**src/rtl/tbb_pkg.sv**
```systemverilog
// ---------------------------------------------------------------------------
// tbb_pkg
// shared widths, types and constants for the trapezoid bounding box
// ---------------------------------------------------------------------------
package tbb_pkg;

    localparam int unsigned FixW   = 32;
    localparam int unsigned ProdW  = 64;
    localparam int unsigned BoxW   = 16;
    localparam int unsigned InW    = 320;
    localparam int unsigned OutW   = 64;

    localparam logic signed [BoxW-1:0] BoxEmptyMin = 16'sh7FFF;
    localparam logic signed [BoxW-1:0] BoxEmptyMax = 16'sh8000;
    localparam logic [FixW-1:0]        FracMask    = 32'h0000FFFF;

    // divider request and reply
    typedef struct packed {
        logic                   start;
        logic signed [ProdW-1:0] dividend;
        logic signed [FixW-1:0]  divisor;
    } div_req_t;

    typedef struct packed {
        logic                   done;
        logic signed [ProdW-1:0] quotient;
    } div_rsp_t;

endpackage

```
**src/rtl/trapezoid_bounding_box.sv**
```systemverilog
// ---------------------------------------------------------------------------
// trapezoid_bounding_box
// running bounding box over a list of 16.16 trapezoids
// ---------------------------------------------------------------------------
//  channel  dir  tdata                                   tlast
//  s_axis   in   top..right_y2, 32 b each (320 b)        last_trap
//  m_axis   out  box_x1, box_y1, box_x2, box_y2 (64 b)   -
//
//  a counted trapezoid runs a job per left/right edge and top/bottom height
//  through the bit-serial multiplier and the shared one-bit-a-cycle divider;
//  a skipped one goes straight from fold to emit. one trapezoid at a time.
//  reset empties the box. a result waiting in the output register stalls
//  only the next last beat, which holds off the input until it is taken.
// ---------------------------------------------------------------------------
module trapezoid_bounding_box (
    input  logic        aclk,
    input  logic        aresetn,
    input  logic        s_axis_tvalid,
    output logic        s_axis_tready,
    // top, bottom, left_x1, left_y1, left_x2, left_y2,
    // right_x1, right_y1, right_x2, right_y2 (low bits first)
    input  logic [319:0] s_axis_tdata,
    input  logic        s_axis_tlast,
    output logic        m_axis_tvalid,
    input  logic        m_axis_tready,
    // box_x1, box_y1, box_x2, box_y2 (low bits first)
    output logic [63:0] m_axis_tdata
);

    typedef enum logic [2:0] {
        ST_IDLE, ST_MUL, ST_MWAIT, ST_DIV, ST_DWAIT, ST_FOLD, ST_EMIT
    } state_t;

    state_t                     state_reg;
    logic [tbb_pkg::InW-1:0]    item_reg;
    logic                       last_reg;
    logic [1:0]                 job_reg;
    logic signed [31:0]         xa_reg, xb_reg, ra_reg, rb_reg;
    logic signed [15:0]         min_x_reg, min_y_reg, max_x_reg, max_y_reg;
    logic                       ovalid_reg;
    logic [tbb_pkg::OutW-1:0]   odata_reg;

    logic signed [31:0] top, bot, lx1, ly1, lx2, ly2, rx1, ry1, rx2, ry2;
    logic signed [31:0] px1, py1, py2, px2, yv, dx, dy, off, dym1, xres;
    logic               up, counted;
    logic               mul_start, mul_done;
    logic signed [63:0] prod, prod_reg, dividend;
    tbb_pkg::div_req_t  dreq;
    tbb_pkg::div_rsp_t  drsp;
    logic signed [31:0] lmin, rmax, rceil, bceil;
    logic signed [15:0] x1, x2, y1, y2;
    logic signed [15:0] nx1, ny1, nx2, ny2;
    logic               emit_go;

    assign top = item_reg[31:0];    assign bot = item_reg[63:32];
    assign lx1 = item_reg[95:64];   assign ly1 = item_reg[127:96];
    assign lx2 = item_reg[159:128]; assign ly2 = item_reg[191:160];
    assign rx1 = item_reg[223:192]; assign ry1 = item_reg[255:224];
    assign rx2 = item_reg[287:256]; assign ry2 = item_reg[319:288];

    // edge select: jobs 0,1 left at top/bottom, 2,3 right
    assign up   = job_reg[1];
    assign px1  = up ? rx1 : lx1;
    assign px2  = up ? rx2 : lx2;
    assign py1  = up ? ry1 : ly1;
    assign py2  = up ? ry2 : ly2;
    assign yv   = job_reg[0] ? bot : top;
    assign dx   = px2 - px1;
    assign dy   = py2 - py1;
    assign off  = yv - py1;
    assign dym1 = dy - 32'sd1;
    assign dividend = up ? prod_reg + {{32{dym1[31]}}, dym1} : prod_reg;
    assign xres = px1 + drsp.quotient[31:0];

    assign counted = (ly1 != ly2) && (ry1 != ry2) && (top < bot);
    assign mul_start = (state_reg == ST_MUL);
    assign dreq = {(state_reg == ST_DIV), dividend, dy};

    tbb_mul u_mul (
        .aclk(aclk), .aresetn(aresetn), .start(mul_start),
        .a(off), .b(dx), .done(mul_done), .product(prod)
    );

    tbb_div u_div (.aclk(aclk), .aresetn(aresetn), .req(dreq), .rsp(drsp));

    // final bounds from the left and right edge x values at top and bottom
    assign lmin  = (xa_reg < xb_reg) ? xa_reg : xb_reg;
    assign rmax  = (ra_reg > rb_reg) ? ra_reg : rb_reg;
    assign rceil = (rmax + 32'sh0000FFFF) & ~tbb_pkg::FracMask;
    assign bceil = (bot + 32'sh0000FFFF) & ~tbb_pkg::FracMask;
    assign x1 = lmin[31:16];
    assign x2 = rceil[31:16];
    assign y1 = top[31:16];
    assign y2 = bceil[31:16];

    // box with the current trapezoid folded in
    assign nx1 = (counted && x1 < min_x_reg) ? x1 : min_x_reg;
    assign ny1 = (counted && y1 < min_y_reg) ? y1 : min_y_reg;
    assign nx2 = (counted && x2 > max_x_reg) ? x2 : max_x_reg;
    assign ny2 = (counted && y2 > max_y_reg) ? y2 : max_y_reg;

    // emit step may finish unless a last beat finds the output still full
    assign emit_go = (state_reg == ST_EMIT) && (!last_reg || !ovalid_reg || m_axis_tready);

    assign s_axis_tready = (state_reg == ST_IDLE);
    assign m_axis_tvalid = ovalid_reg;
    assign m_axis_tdata  = odata_reg;

    // sequencer, box and output register
    always_ff @(posedge aclk) begin
        if (!aresetn) begin
            state_reg  <= ST_IDLE;
            ovalid_reg <= 1'b0;
            job_reg    <= '0;
            min_x_reg  <= tbb_pkg::BoxEmptyMin;
            min_y_reg  <= tbb_pkg::BoxEmptyMin;
            max_x_reg  <= tbb_pkg::BoxEmptyMax;
            max_y_reg  <= tbb_pkg::BoxEmptyMax;
        end else begin
            // output register: load on a last beat, clear once taken
            if (emit_go && last_reg) begin
                odata_reg  <= {ny2, nx2, ny1, nx1};
                ovalid_reg <= 1'b1;
            end else if (ovalid_reg && m_axis_tready) begin
                ovalid_reg <= 1'b0;
            end
            unique case (state_reg)
                ST_IDLE: begin
                    if (s_axis_tvalid) begin
                        item_reg  <= s_axis_tdata;
                        last_reg  <= s_axis_tlast;
                        job_reg   <= '0;
                        state_reg <= ST_FOLD;
                    end
                end
                ST_FOLD: begin
                    // skipped trapezoids go straight to the emit step
                    if (!counted) begin
                        state_reg <= ST_EMIT;
                    end else begin
                        state_reg <= ST_MUL;
                    end
                end
                ST_MUL: state_reg <= ST_MWAIT;
                ST_MWAIT: begin
                    if (mul_done) begin
                        prod_reg  <= prod;
                        state_reg <= ST_DIV;
                    end
                end
                ST_DIV: state_reg <= ST_DWAIT;
                ST_DWAIT: begin
                    if (drsp.done) begin
                        case (job_reg)
                            2'd0:    xa_reg <= xres;
                            2'd1:    xb_reg <= xres;
                            2'd2:    ra_reg <= xres;
                            default: rb_reg <= xres;
                        endcase
                        job_reg <= job_reg + 2'd1;
                        if (job_reg == 2'd3) begin
                            state_reg <= ST_EMIT;
                        end else begin
                            state_reg <= ST_MUL;
                        end
                    end
                end
                ST_EMIT: begin
                    if (emit_go) begin
                        if (last_reg) begin
                            min_x_reg  <= tbb_pkg::BoxEmptyMin;
                            min_y_reg  <= tbb_pkg::BoxEmptyMin;
                            max_x_reg  <= tbb_pkg::BoxEmptyMax;
                            max_y_reg  <= tbb_pkg::BoxEmptyMax;
                        end else begin
                            min_x_reg <= nx1; min_y_reg <= ny1;
                            max_x_reg <= nx2; max_y_reg <= ny2;
                        end
                        state_reg <= ST_IDLE;
                    end
                end
                default: state_reg <= ST_IDLE;
            endcase
        end
    end

endmodule

```
**src/rtl/tbb_mul.sv**
```systemverilog
// ---------------------------------------------------------------------------
// tbb_mul
// 32 x 32 signed multiplier, shift and add, one bit a cycle
// ---------------------------------------------------------------------------
module tbb_mul (
    input  logic                          aclk,
    input  logic                          aresetn,
    input  logic                          start,
    input  logic signed [tbb_pkg::FixW-1:0] a,
    input  logic signed [tbb_pkg::FixW-1:0] b,
    output logic                          done,
    output logic signed [tbb_pkg::ProdW-1:0] product
);

    logic [5:0]                     cnt_reg, cnt_next;
    logic                           busy_reg, busy_next;
    logic [tbb_pkg::ProdW-1:0]      acc_reg, acc_next;
    logic [tbb_pkg::ProdW-1:0]      mcand_reg, mcand_next;
    logic [tbb_pkg::FixW-1:0]       mplier_reg, mplier_next;
    logic                           done_reg, done_next;

    // one partial product per cycle; top bit of b has negative weight
    always_comb begin
        cnt_next    = cnt_reg;
        busy_next   = busy_reg;
        acc_next    = acc_reg;
        mcand_next  = mcand_reg;
        mplier_next = mplier_reg;
        done_next   = 1'b0;
        if (start) begin
            busy_next   = 1'b1;
            cnt_next    = '0;
            acc_next    = '0;
            mcand_next  = {{(tbb_pkg::ProdW-tbb_pkg::FixW){a[tbb_pkg::FixW-1]}}, a};
            mplier_next = b;
        end else if (busy_reg) begin
            if (mplier_reg[0]) begin
                if (cnt_reg == 6'd31) acc_next = acc_reg - mcand_reg;
                else                  acc_next = acc_reg + mcand_reg;
            end
            mcand_next  = {mcand_reg[tbb_pkg::ProdW-2:0], 1'b0};
            mplier_next = {1'b0, mplier_reg[tbb_pkg::FixW-1:1]};
            cnt_next    = cnt_reg + 6'd1;
            if (cnt_reg == 6'd31) begin
                busy_next = 1'b0;
                done_next = 1'b1;
            end
        end
    end

    always_ff @(posedge aclk) begin
        if (!aresetn) begin
            busy_reg <= 1'b0;
            done_reg <= 1'b0;
            cnt_reg  <= '0;
        end else begin
            busy_reg <= busy_next;
            done_reg <= done_next;
            cnt_reg  <= cnt_next;
        end
        acc_reg    <= acc_next;
        mcand_reg  <= mcand_next;
        mplier_reg <= mplier_next;
    end

    assign done    = done_reg;
    assign product = acc_reg;

endmodule

```
**src/rtl/tbb_div.sv**
```systemverilog
// ---------------------------------------------------------------------------
// tbb_div
// 64 / 32 signed divider, truncating, radix 2 restoring, one bit a cycle
// ---------------------------------------------------------------------------
module tbb_div (
    input  logic              aclk,
    input  logic              aresetn,
    input  tbb_pkg::div_req_t req,
    output tbb_pkg::div_rsp_t rsp
);

    logic [6:0]                  cnt_reg, cnt_next;
    logic                        busy_reg, busy_next;
    logic                        done_reg, done_next;
    logic [tbb_pkg::ProdW-1:0]   quo_reg, quo_next;
    logic [tbb_pkg::FixW:0]      rem_reg, rem_next;
    logic [tbb_pkg::FixW-1:0]    dsr_reg, dsr_next;
    logic                        neg_reg, neg_next;
    logic [tbb_pkg::FixW:0]      trial;
    logic [tbb_pkg::FixW:0]      shifted;

    // magnitudes in, sign applied to the quotient at the end
    always_comb begin
        cnt_next  = cnt_reg;
        busy_next = busy_reg;
        done_next = 1'b0;
        quo_next  = quo_reg;
        rem_next  = rem_reg;
        dsr_next  = dsr_reg;
        neg_next  = neg_reg;
        shifted   = {rem_reg[tbb_pkg::FixW-1:0], quo_reg[tbb_pkg::ProdW-1]};
        trial     = shifted - {1'b0, dsr_reg};
        if (req.start) begin
            busy_next = 1'b1;
            cnt_next  = '0;
            rem_next  = '0;
            quo_next  = req.dividend[tbb_pkg::ProdW-1] ? -req.dividend : req.dividend;
            dsr_next  = req.divisor[tbb_pkg::FixW-1] ? -req.divisor : req.divisor;
            neg_next  = req.dividend[tbb_pkg::ProdW-1] ^ req.divisor[tbb_pkg::FixW-1];
        end else if (busy_reg) begin
            if (cnt_reg == 7'd64) begin
                if (neg_reg) quo_next = -quo_reg;
                busy_next = 1'b0;
                done_next = 1'b1;
            end else begin
                if (!trial[tbb_pkg::FixW]) begin
                    rem_next = trial;
                    quo_next = {quo_reg[tbb_pkg::ProdW-2:0], 1'b1};
                end else begin
                    rem_next = shifted;
                    quo_next = {quo_reg[tbb_pkg::ProdW-2:0], 1'b0};
                end
                cnt_next = cnt_reg + 7'd1;
            end
        end
    end

    always_ff @(posedge aclk) begin
        if (!aresetn) begin
            busy_reg <= 1'b0;
            done_reg <= 1'b0;
            cnt_reg  <= '0;
        end else begin
            busy_reg <= busy_next;
            done_reg <= done_next;
            cnt_reg  <= cnt_next;
        end
        quo_reg <= quo_next;
        rem_reg <= rem_next;
        dsr_reg <= dsr_next;
        neg_reg <= neg_next;
    end

    assign rsp = {done_reg, quo_reg};

endmodule

```
**config.mk**
```make
export PLATFORM = sky130hd
export DESIGN_NAME = trapezoid_bounding_box
export DESIGN_NICKNAME = d
export VERILOG_FILES = /design/src/rtl/tbb_pkg.sv /design/src/rtl/trapezoid_bounding_box.sv /design/src/rtl/tbb_mul.sv /design/src/rtl/tbb_div.sv
export SDC_FILE = /design/constraint.sdc
export NUM_CORES = 2
export LEC_CHECK = 0
export BUFFER_PORTS_ARGS = -buffer_cell sky130_fd_sc_hd__buf_4
export CAP_MARGIN = 25
export CORE_ASPECT_RATIO = 1.75
export CORE_MARGIN = 1
export CORE_UTILIZATION = 30
export CTS_BUF_LIST = sky130_fd_sc_hd__clkbuf_8
export DETAILED_ROUTE_END_ITERATION = 10
export PLACE_DENSITY_LB_ADDON = 0.25
export SLEW_MARGIN = 20
export SYNTH_ARGS = -nofsm -noshare
export SYNTH_HDL_FRONTEND = slang
export SYNTH_SLANG_ARGS = --single-unit
```
**constraint.sdc**
```tcl
create_clock -name aclk -period 14.1 [get_ports aclk]
set_input_delay 0.705 -clock aclk [delete_from_list [all_inputs] [get_ports aclk]]
set_output_delay 0.705 -clock aclk [all_outputs]
set_load 0.005 [all_outputs]
```
==> metrics.md <==
| Metric | Value |
|---|---|
| Fill cells | 20100 |
| Max IR drop VDD | 109 uV |
| Clk pwr share | 22.1% |
| PD cells | 169 nW/um^2 |
| Clk sinks | 953 |
| Hold Path Class | in2reg |
| HPWL after detailed placement | 173 mm |
| CP Launch Type | flip-flop |
| Switching pwr | 5.16 mW |
| Seq/Total Area, Yosys | a little over two fifths |
| Clock Skews | ~110 ps |
| Critical Path AT | 11850 ps |
| Worst Setup End Kind | flip-flop |
| DR iter-0 viols | 3150 |
| Critical path's most frequent cell | a21oi_1 |
| Total CTS buffers | approximately 170 |
| Post-route antenna net violation count | 0 |
| Fin Setup TNS | 0 ps |
| CTS tree | yes |
| Area of the die | 206000 um^2 |
| CP Class | reg2reg |
| Hold Path Stages | 3 |
| Via count | approximately 50000 |
| Util after Layout | 36.5% |
| RR Startpoint | job_reg[1]$_SDFFE_PN0P_ |
| Row cnt | 218 |
| Status | complete, no violations |
| Drt wl/cell | 22.7 um |
| Worst slack at placement | 3110 ps |
| Sw Share | 41.2% |
| CP Buf/Inv Count | 3 |
| Synth Area in Adders | under 10% |
| Worst skew pair latency | roughly 950 ps |
| Slew margin rel. | 19.7% |
| Placed insts | 9105 |
| CP Max Fanout | 54 |
| Finished Layout Cells | 9728 |
| Share of flip-flops with an asynchronous set or reset | 0% |
| First-pass detailed-route iteration total | 6 |
| Fmax | ~0.090 GHz |
| Via density per instance | 5.24 |
| Post-synthesis simple-gate area fraction | 14.6% |
| Comb power frac | 44.0% |
| H-Tree Depth | 4 |
| P_int | 7.35 mW |
| Core area | 202000 um^2 |
| DIE WIDTH | 343 um |
| Area delta synth->final | 20.6% |
| Final Max Slew Viols | 0 |
| Max reg flops | 320 |
| Share of power burned in registers | 33.9% |
| Main combinational cell family by area after synthesis | compound AO/OA/AOI/OAI gates |
| First-pass GRT wire length | 319 mm |
| Crit-path max cell delay | between 900 and 1000 ps |
| Max cap viols | 0 |
| Post-synthesis compound-gate area fraction | 17.5% |
| DRC viols | 0 |
| Mapped Nets | 7030 |
| Die Ht | 599 um |
| Crit share post-route | 79.1% |
| CP required | 14790 ps |
| Worst slew pin tran | ~1200 ps |
| Synth Flop Type | edfxtp_1 |
| Hold Startpoint | aresetn |
| Final wirelength | between 200 and 250 mm |
| Static Leak | 28.8 nW |
| Worst Reg-to-Reg Cells | 31 |
| Post-layout net count | approximately 7700 |
| Worst hold endpoint | state_reg[1]$_SDFFE_PN0P_ |
| Syn Inst Count | 6247 |
| Terminus of the critical flop-to-flop path | u_div.quo_reg[25]$_DFFE_PP_ |
| Vias in the first global route | roughly 51000 |
| Io pins | 391 |
| Clock slew at reported path FFs | about 70 ps |
| Tot GR Track Use | 20.8% |
| Final Hold Viols | 0 |
| Netlist Area Pre-Place | 61200 um^2 |
| Largest net degree at the start of global routing | 176 |
| Yosys synthesis warning count | 0 |
| Post-synth cell types | 95 |
| Number of flops mapped to enable cells by yosys | between 700 and 800 |
| Worst setup margin | 2940 ps |
| Initial antenna violation count | 15 |
| CTS Buffer Depth | 4 |
| GPL Wtd Cong | 0.943 |
| Yosys reg bits | 953 |
| Share of layout cells above drive strength 1 | 12.5% |
| Total congestion overflow | 0 |
| CTS root buffer | clkbuf_8 |
| Final setup violation count | 0 |
| Crit path max-delay family | compound AO/OA/AOI/OAI gates |
| Mean Syn Cell Area | 9.79 um^2 |
| Worst R2R Setup Slack | 2940 ps |
| RSZ-0062 raised after global routing | false |
| Critical path's slowest cell | dfxtp_4 |
| WP depth | 31 |
| Min Tclk post-route | 11160 ps |
| Xor/xnor cell area share of the yosys netlist | 6.90% |
| Initial Util | 30.3% |
| Number of post-CTS setup repair buffers | 0 |
| CTS-repair resized insts | 0 |
| # port buffers | 390 |
| Post-synthesis mux area share | approximately 4.2% |
[cell families after synthesis]
logic type | Yosys count
mux | 243
flops | 953
simple gates | 1854
buf+inv | 574
compound gates | 1683
fa+ha+maj | 458
xor+xnor | 482
[area by class of cell]
| cell class | instances | area (um^2) | area share (%) |
|---|---|---|---|
| Inverter | 341 | 1280 | 1.74 |
| Antenna cell | 8 | 20.0 | 0.0271 |
| Multi-Input combinational cell | 4720 | 32300 | 43.7 |
| Sequential cell | 953 | 26800 | 36.3 |
| Timing Repair Buffer | 774 | 6650 | 9.01 |
| Clock inverter | 108 | 942 | 1.28 |
| Clock buffer | 184 | 2530 | 3.43 |
| Tap cell | 2640 | 3300 | 4.48 |
[through the flow]
| step | power [mW] | hold slack [ps] | area, um^2 |
|---|---|---|---|
| detailed placement | 9.69 | 436 | 67100 |
| floorplan | 7.92 | 417 | 61200 |
| CTS | 12.6 | 98.9 | 73700 |
| global route | 13.2 | 153 | 73800 |
| global placement | 9.63 | 432 | 67000 |
| finish | 12.5 | 188 | 73800 |
[synth_stat cells (31+ instances only)]
cell type  instances  share of area [%]
and3_1            50               0.51
mux2i_1          146                2.4
nor2_1           396                2.4
a31oi_1           47               0.48
a22o_1            33               0.47
and2_1            54               0.55
nand2b_1          59               0.60
a211oi_1          66               0.81
a21o_1           171                2.1
o211ai_1          77               0.94
mux2_2            97                1.8
xnor2_1          340                4.9
nand3_1          104               0.85
nor3_1           125                1.0
or3_1             63               0.64
o21a_1            57               0.70
ha_1             451                9.2
or2_2             31               0.32
a21oi_1          398                3.3
nand2_1          642                3.9
o21bai_1          44               0.54
inv_1            339                2.1
o31ai_1           45               0.55
edfxtp_1         770                 38
xor2_1           142                2.0
clkbuf_1         190                1.2
nor2b_1           64               0.65
o21ai_0          489                4.0
dfxtp_1          183                6.0
nor4_1            51               0.52
nand4_1          103                1.1
[how the worst max path moves through the flow]
stage / endpoint / start / slack [ps]
final: u_div.quo_reg[25]$_DFFE_PP_ / job_reg[1]$_SDFFE_PN0P_ / 2940
after global routing: u_div.quo_reg[13]$_DFFE_PP_ / job_reg[1]$_SDFFE_PN0P_ / 2020
after CTS: u_div.quo_reg[13]$_DFFE_PP_ / job_reg[1]$_SDFFE_PN0P_ / 3050
after detailed placement: u_div.quo_reg[25]$_DFFE_PP_ / job_reg[1]$_SDFFE_PN0P_ / 3110
after global placement: u_div.quo_reg[25]$_DFFE_PP_ / job_reg[1]$_SDFFE_PN0P_ / 3200
after floorplan: u_div.quo_reg[63]$_DFFE_PP_ / job_reg[1]$_SDFFE_PN0P_ / 2000
[power groups by stage]
stage | clock, mW | sequential, mW | combinational (mW)
3_3_place_gp | 0 | 4.28 | 5.35
6_report | 2.77 | 4.24 | 5.50
2_1_floorplan | 0 | 4.16 | 3.76
4_1_cts | 2.85 | 4.24 | 5.50
5_1_grt | 2.95 | 4.29 | 6.00
3_5_place_dp | 0 | 4.30 | 5.40
[routing by layer]
metal / vias to the layer above / part of all wire [%] / track usage, % / wire [um]
met5: - / 0.013 / 0 / 28
met4: 4 / 8.6 / 16.0 / 18900
met3: 520 / 4.0 / 2.55 / 8870
met2: 1492 / 52 / 38.7 / 115000
met1: 24400 / 35 / 20.8 / 77900
li1: 24500 / - / - / -
[worst min-delay path, stage by stage]
cell and delay [ps]:
buf_4 220, nand2_1 100, nand2_1 40
[layout by cell type, fill, tap and decap left out, drive strengths merged, types with 183 or more instances in the layout]
cell type and instances:
clkbuf 184, o21ai 498, buf 453, a21oi 398, dlygate4sd3 321, dfxtp 183, ha 451, xnor2 340
inv 384, nor2 397, edfxtp 770, nand2 642
[what timing repair did]
| item | 4_1_cts | 5_1_grt |
|---|---|---|
| endpoints found under the hold margin | 321 | 0 |
| hold buffers | 321 | 0 |
| endpoints found under the setup margin | 0 | 0 |
Power figures use the tool's default switching activity.
